`src/sv/scpr_pkg.sv`:
```
package scpr_pkg;

  // Payload widths of the request and response channels
  localparam int unsigned REQ_TYPE_W   = 1;
  localparam int unsigned SLOT_COUNT_W = 16;
  localparam int unsigned PORT_HANDLE_W = 48;

  // Request type codes
  localparam logic REQ_ALLOC   = 1'b0;
  localparam logic REQ_RELEASE = 1'b1;

  // Per-request decision from the fill bank
  typedef struct packed {
    logic hit;
    logic push;
    logic pop;
  } scpr_ctl_t;

endpackage

```
`src/sv/scpr_fill.sv`:
```
module scpr_fill #(
  parameter int unsigned NUM_CLASSES = 8,
  parameter int unsigned CLASS_DEPTH = 64,
  parameter int unsigned ADDR_W      = 9
) (
  input  logic                                  clk,
  input  logic                                  rst,
  input  logic                                  fire,
  input  logic [scpr_pkg::REQ_TYPE_W-1:0]       req_type,
  input  logic [scpr_pkg::SLOT_COUNT_W-1:0]     slot_count,
  output scpr_pkg::scpr_ctl_t                   ctl,
  output logic [ADDR_W-1:0]                     addr
);

  localparam int unsigned CLS_W  = (NUM_CLASSES > 1) ? $clog2(NUM_CLASSES) : 1;
  localparam int unsigned IDX_W  = (CLASS_DEPTH > 1) ? $clog2(CLASS_DEPTH) : 1;
  localparam int unsigned FILL_W = $clog2(CLASS_DEPTH + 1);

  logic [FILL_W-1:0]                   class_fill [NUM_CLASSES];
  logic [scpr_pkg::SLOT_COUNT_W-1:0]   cls_wide;
  logic                                cls_valid;
  logic [CLS_W-1:0]                    cls;
  logic [FILL_W-1:0]                   fill;
  logic [FILL_W-1:0]                   slot;
  logic                                is_release;

  assign cls_wide   = slot_count - scpr_pkg::SLOT_COUNT_W'(1);
  assign cls_valid  = (slot_count != '0) &&
                      (cls_wide < scpr_pkg::SLOT_COUNT_W'(NUM_CLASSES));
  assign cls        = cls_valid ? CLS_W'(cls_wide) : '0;
  assign fill       = class_fill[cls];
  assign is_release = (req_type == scpr_pkg::REQ_RELEASE);

  always_comb begin
    ctl.push = cls_valid && is_release && (fill < FILL_W'(CLASS_DEPTH));
    ctl.pop  = cls_valid && !is_release && (fill != '0);
    ctl.hit  = ctl.push || ctl.pop;
  end

  // push writes at the current top, pop reads one below it
  assign slot = ctl.pop ? (fill - FILL_W'(1)) : fill;
  assign addr = ADDR_W'(cls) * ADDR_W'(CLASS_DEPTH) + ADDR_W'(slot[IDX_W-1:0]);

  always_ff @(posedge clk) begin
    if (rst) begin
      for (int i = 0; i < NUM_CLASSES; i++) begin
        class_fill[i] <= '0;
      end
    end else if (fire && ctl.push) begin
      class_fill[cls] <= fill + FILL_W'(1);
    end else if (fire && ctl.pop) begin
      class_fill[cls] <= fill - FILL_W'(1);
    end
  end

endmodule

```
`config.mk`:
```
export PLATFORM = sky130hd
export DESIGN_NAME = scpr_fill
export DESIGN_NICKNAME = d
export VERILOG_FILES = /design/src/sv/scpr_pkg.sv /design/src/sv/scpr_fill.sv
export SDC_FILE = /design/constraint.sdc
export NUM_CORES = 1
export LEC_CHECK = 0
export BUFFER_PORTS_ARGS = -buffer_cell sky130_fd_sc_hd__buf_2
export CELL_PAD_IN_SITES_DETAIL_PLACEMENT = 1
export CELL_PAD_IN_SITES_GLOBAL_PLACEMENT = 1
export CORE_MARGIN = 10
export CORE_UTILIZATION = 48
export CTS_CLUSTER_DIAMETER = 120
export DETAILED_ROUTE_END_ITERATION = 16
export GPL_ROUTABILITY_DRIVEN = 0
export PLACE_DENSITY_LB_ADDON = 0.2
export SLEW_MARGIN = 30
export SYNTH_ARGS = -nofsm -noshare
export SYNTH_HDL_FRONTEND = slang
export SYNTH_SLANG_ARGS = --single-unit
```
`constraint.sdc`:
```
create_clock -name clk -period 9.2 [get_ports clk]
set_clock_uncertainty 0.2 [all_clocks]
set_input_delay 2.3 -clock clk [delete_from_list [all_inputs] [get_ports clk]]
set_output_delay 2.3 -clock clk [all_outputs]
set_load 0.01 [all_outputs]
```
==> out/results.tsv <==
stage	metric	value	unit
logic_synthesis	yosys-top-cells-area	edfxtp_1, nor2_1, mux4_2	
clocking	clock_path_buffers	2	
clocking	cts_resized	0	
floorplan	rows	31	
logic_synthesis	ys_seq_area_share	47.0	%
final_layout	top_regs	class_fill: 56 flops	
worst_setup_path	reg2regPathDepth	11	
worst_setup_path	worstSetupEndpointType	output port	
worst_setup_path	worstPathMaxFanout	12	
worst_setup_path	r2r_slack	5.46	ns
worst_setup_path	worstReg2RegEnd	class_fill[2][2]$_SDFFCE_PN0P_	
logic_synthesis	synthCells	320	
hold_path	holdCritPathClass	reg -> reg	
floorplan	dieWidth	106	µm
final_layout	num_antenna_cells	0	
pwr	leakagePower	1.36	nW
clocking	cts-htree-levels	2	
job	max-cap-violations	0	
hold_path	min_from	class_fill[0][5]$_SDFFCE_PN0P_	
sta	rsz0062_at_grt	false	
sta	period_share	93.9	%
worst_setup_path	r2r_start	class_fill[5][0]$_SDFFCE_PN0P_	
worst_setup_path	worst_path_max_delay_cell	xnor2_1	
final_layout	fill_cells	793	
outcome	status	completed	
logic_synthesis	synth_area_per_cell	11.2	µm²
detailed_routing	wl	9.80	mm
sta	hold_viol	0	
global_route	grt_pass1_vias	2848	
placement	place_area	3780	µm²
worst_setup_path	arrival	6.14	ns
clocking	numCtsBuffers	5	
logic_synthesis	yosys.cell_types.count	72	
logic_synthesis	synth-edff-count	56	
detailed_routing	vias	2676	
worst_setup_path	crit_path_start_kind	primary input	
detailed_routing	first_pass_iters	4	
final_layout	multiInputGateArea	1760	µm²
floorplan	ios	32	
global_route	groute.usage.overall	17.6	%
final_layout	seq_area	1680	µm²
logic_synthesis	syn_nets	343	
logic_synthesis	async_reset_ff_share	0	%
logic_synthesis	synthesis.area	3570	µm²
global_route	grt_first_pass_wirelength	15.8	mm
clocking	cts_root_buf	clkbuf_8	
floorplan	die_y	106	µm
clocking	cts_num_sinks	56	
logic_synthesis	ys_ff_latch	56	
final_layout	design_area	3900	µm²
final_layout	largest_reg_flops	56	
logic_synthesis	ys.flop_type	edfxtp_1	
final_layout	largest_register	class_fill	
detailed_routing	via_per_inst	6.00	
detailed_routing	drtAntennaViolNets	0	
detailed_routing	drt_iter0_drc	128	
logic_synthesis	yosysTopAreaCell	edfxtp_1	
worst_setup_path	worstPathRequired	6.70	ns
sta	worst_slew_pin_slew	0.987	ns
detailed_routing	post_drt_wl_per_cell	22.0	µm
global_route	grt_start_max_net_pins	20	
hold_path	worstHoldEndpoint	class_fill[3][5]$_SDFFCE_PN0P_	
sta	fmax	116	MHz
detailed_routing	route.detailed.drc	0	
logic_synthesis	synthTopCellsByCount	nor2_1, edfxtp_1, nor3_1	
worst_setup_path	crit_chain	buf_2 -> inv_1 -> buf_4 -> ha_1 -> xnor2_1 -> nand3_1 -> o21ai_1 -> o31ai_1 -> o21a_2 -> inv_1 -> ha_1 -> nor3b_4 -> and3_1 -> nor3_2 -> nand4_1 -> xor2_1 -> buf_2	
sta	setup_viol_count_final	0	
sta	tns	0	ns
clocking	clk_pin_slew	0.11	ns
clocking	postCtsSetupBuffers	0	
floorplan	fp.coreArea	7250	µm²
sta	relSlewSlack	34.0	%
logic_synthesis	ys_warn_count	0	
floorplan	initial_core_util	49.3	%
sta	slew_viol_final	0	
final_layout	syn2layout_area_growth	9.00	%
clocking	clock_latency	0.32	ns
clocking	cts-hold-fix-buffers	0	
final_layout	post_route_cells_drive_above_1_share	27.1	%
final_layout	final_nets	369	
worst_setup_path	slowest_delay	0.70	ns
worst_setup_path	critPathKind	in -> out	
hold_path	holdPathStages	3	
pwr	power.density	131	nW/µm²
placement	io_buffers	31	
pwr	ir_drop	0.0628	mV
global_route	antenna_found_initial	0	
placement	place_hpwl	7.48	mm
logic_synthesis	yosysTopAreaCellShare	47.0	%
sta	finalCriticalPeriod	8.64	ns
clocking	cts_tree	built	
logic_synthesis	synth_most_common_cell	nor2_1	
floorplan	die_area	11300	µm²
global_route	overflow	0	
-- metal layers --
layer / up-vias / global-route usage, % / share of wire, %
met2: 85 / 28.3 / 47
met4: 0 / 4.26 / 1.1
met5: - / 0 / 0
li1: 1252 / - / -
met1: 1327 / 23.8 / 46
met3: 12 / 3.50 / 5.8
-- logic make-up after synthesis --
family	share of synthesized area, %
AND/OR/NAND/NOR	21.1
adder cells (fa/ha/maj)	1.05
flip-flops	47.0
XOR/XNOR	3.54
AO/OA/AOI/OAI	14.2
buffers and inverters	4.13
multiplexers	8.86
-- per-stage QoR --
| step | hold slack, ns | power, mW | setup slack [ns] | instances | util (%) |
|---|---|---|---|---|---|
| detailed placement | 0.753 | 0.373 | 0.602 | 438 | 52.2 |
| global route | 0.839 | 0.532 | 0.226 | 446 | 53.7 |
| CTS | 0.783 | 0.514 | 0.586 | 446 | 53.5 |
| finish | 0.779 | 0.512 | 0.558 | 446 | 53.7 |
| floorplan | 0.636 | 0.347 | 1.03 | 320 | - |
| global placement | 0.734 | 0.371 | 0.756 | 438 | 52.2 |
-- worst max-delay path by stage --
| stage | startpoint | end | slack (ns) | cells after the start |
|---|---|---|---|---|
| 2_1_floorplan | slot_count[0] | addr[2] | 1.03 | 16 |
| 3_3_place_gp | slot_count[0] | addr[5] | 0.76 | 17 |
| 3_5_place_dp | slot_count[0] | addr[2] | 0.60 | 17 |
| 4_1_cts | slot_count[0] | addr[5] | 0.59 | 17 |
| 5_1_grt | slot_count[0] | addr[5] | 0.23 | 17 |
| 6_report | slot_count[0] | addr[5] | 0.56 | 17 |
-- final cells by class --
type                       instances  area share [%]
clock buffer                       5            1.77
clock inverter                     3           0.706
inverter                          13            1.25
multi-input combinational        235            45.2
sequential                        56            43.2
tap                               99            3.18
timing repair buffer              35            4.75
-- cell usage in the layout, fill, tap and decap left out, types with 6 or more instances in the layout --
cell type / count
buf_2: 31
edfxtp_1: 56
inv_1: 13
mux2i_1: 11
mux4_2: 6
nand2_1: 8
nand3_1: 8
nor2_1: 59
nor3_1: 14
o21ai_0: 6
o21ai_1: 9
o31ai_1: 6
or2_2: 7
-- power by group --
part           switching (mW)  internal (mW)
combinational          0.0488         0.0278
sequential            0.00303          0.288
clock                  0.0883         0.0561
total                   0.140          0.372
-- critical path, delay by kind of cell --
kind / cells / cell delay, ns
xor gates and xnor gates: 2 / 0.85
buffers and inverters: 5 / 0.58
and+or+nand+nor: 5 / 1.23
AOI/OAI and AO/OA: 3 / 0.64
adders and majority gates: 2 / 0.54
Power figures use the tool's default switching activity.
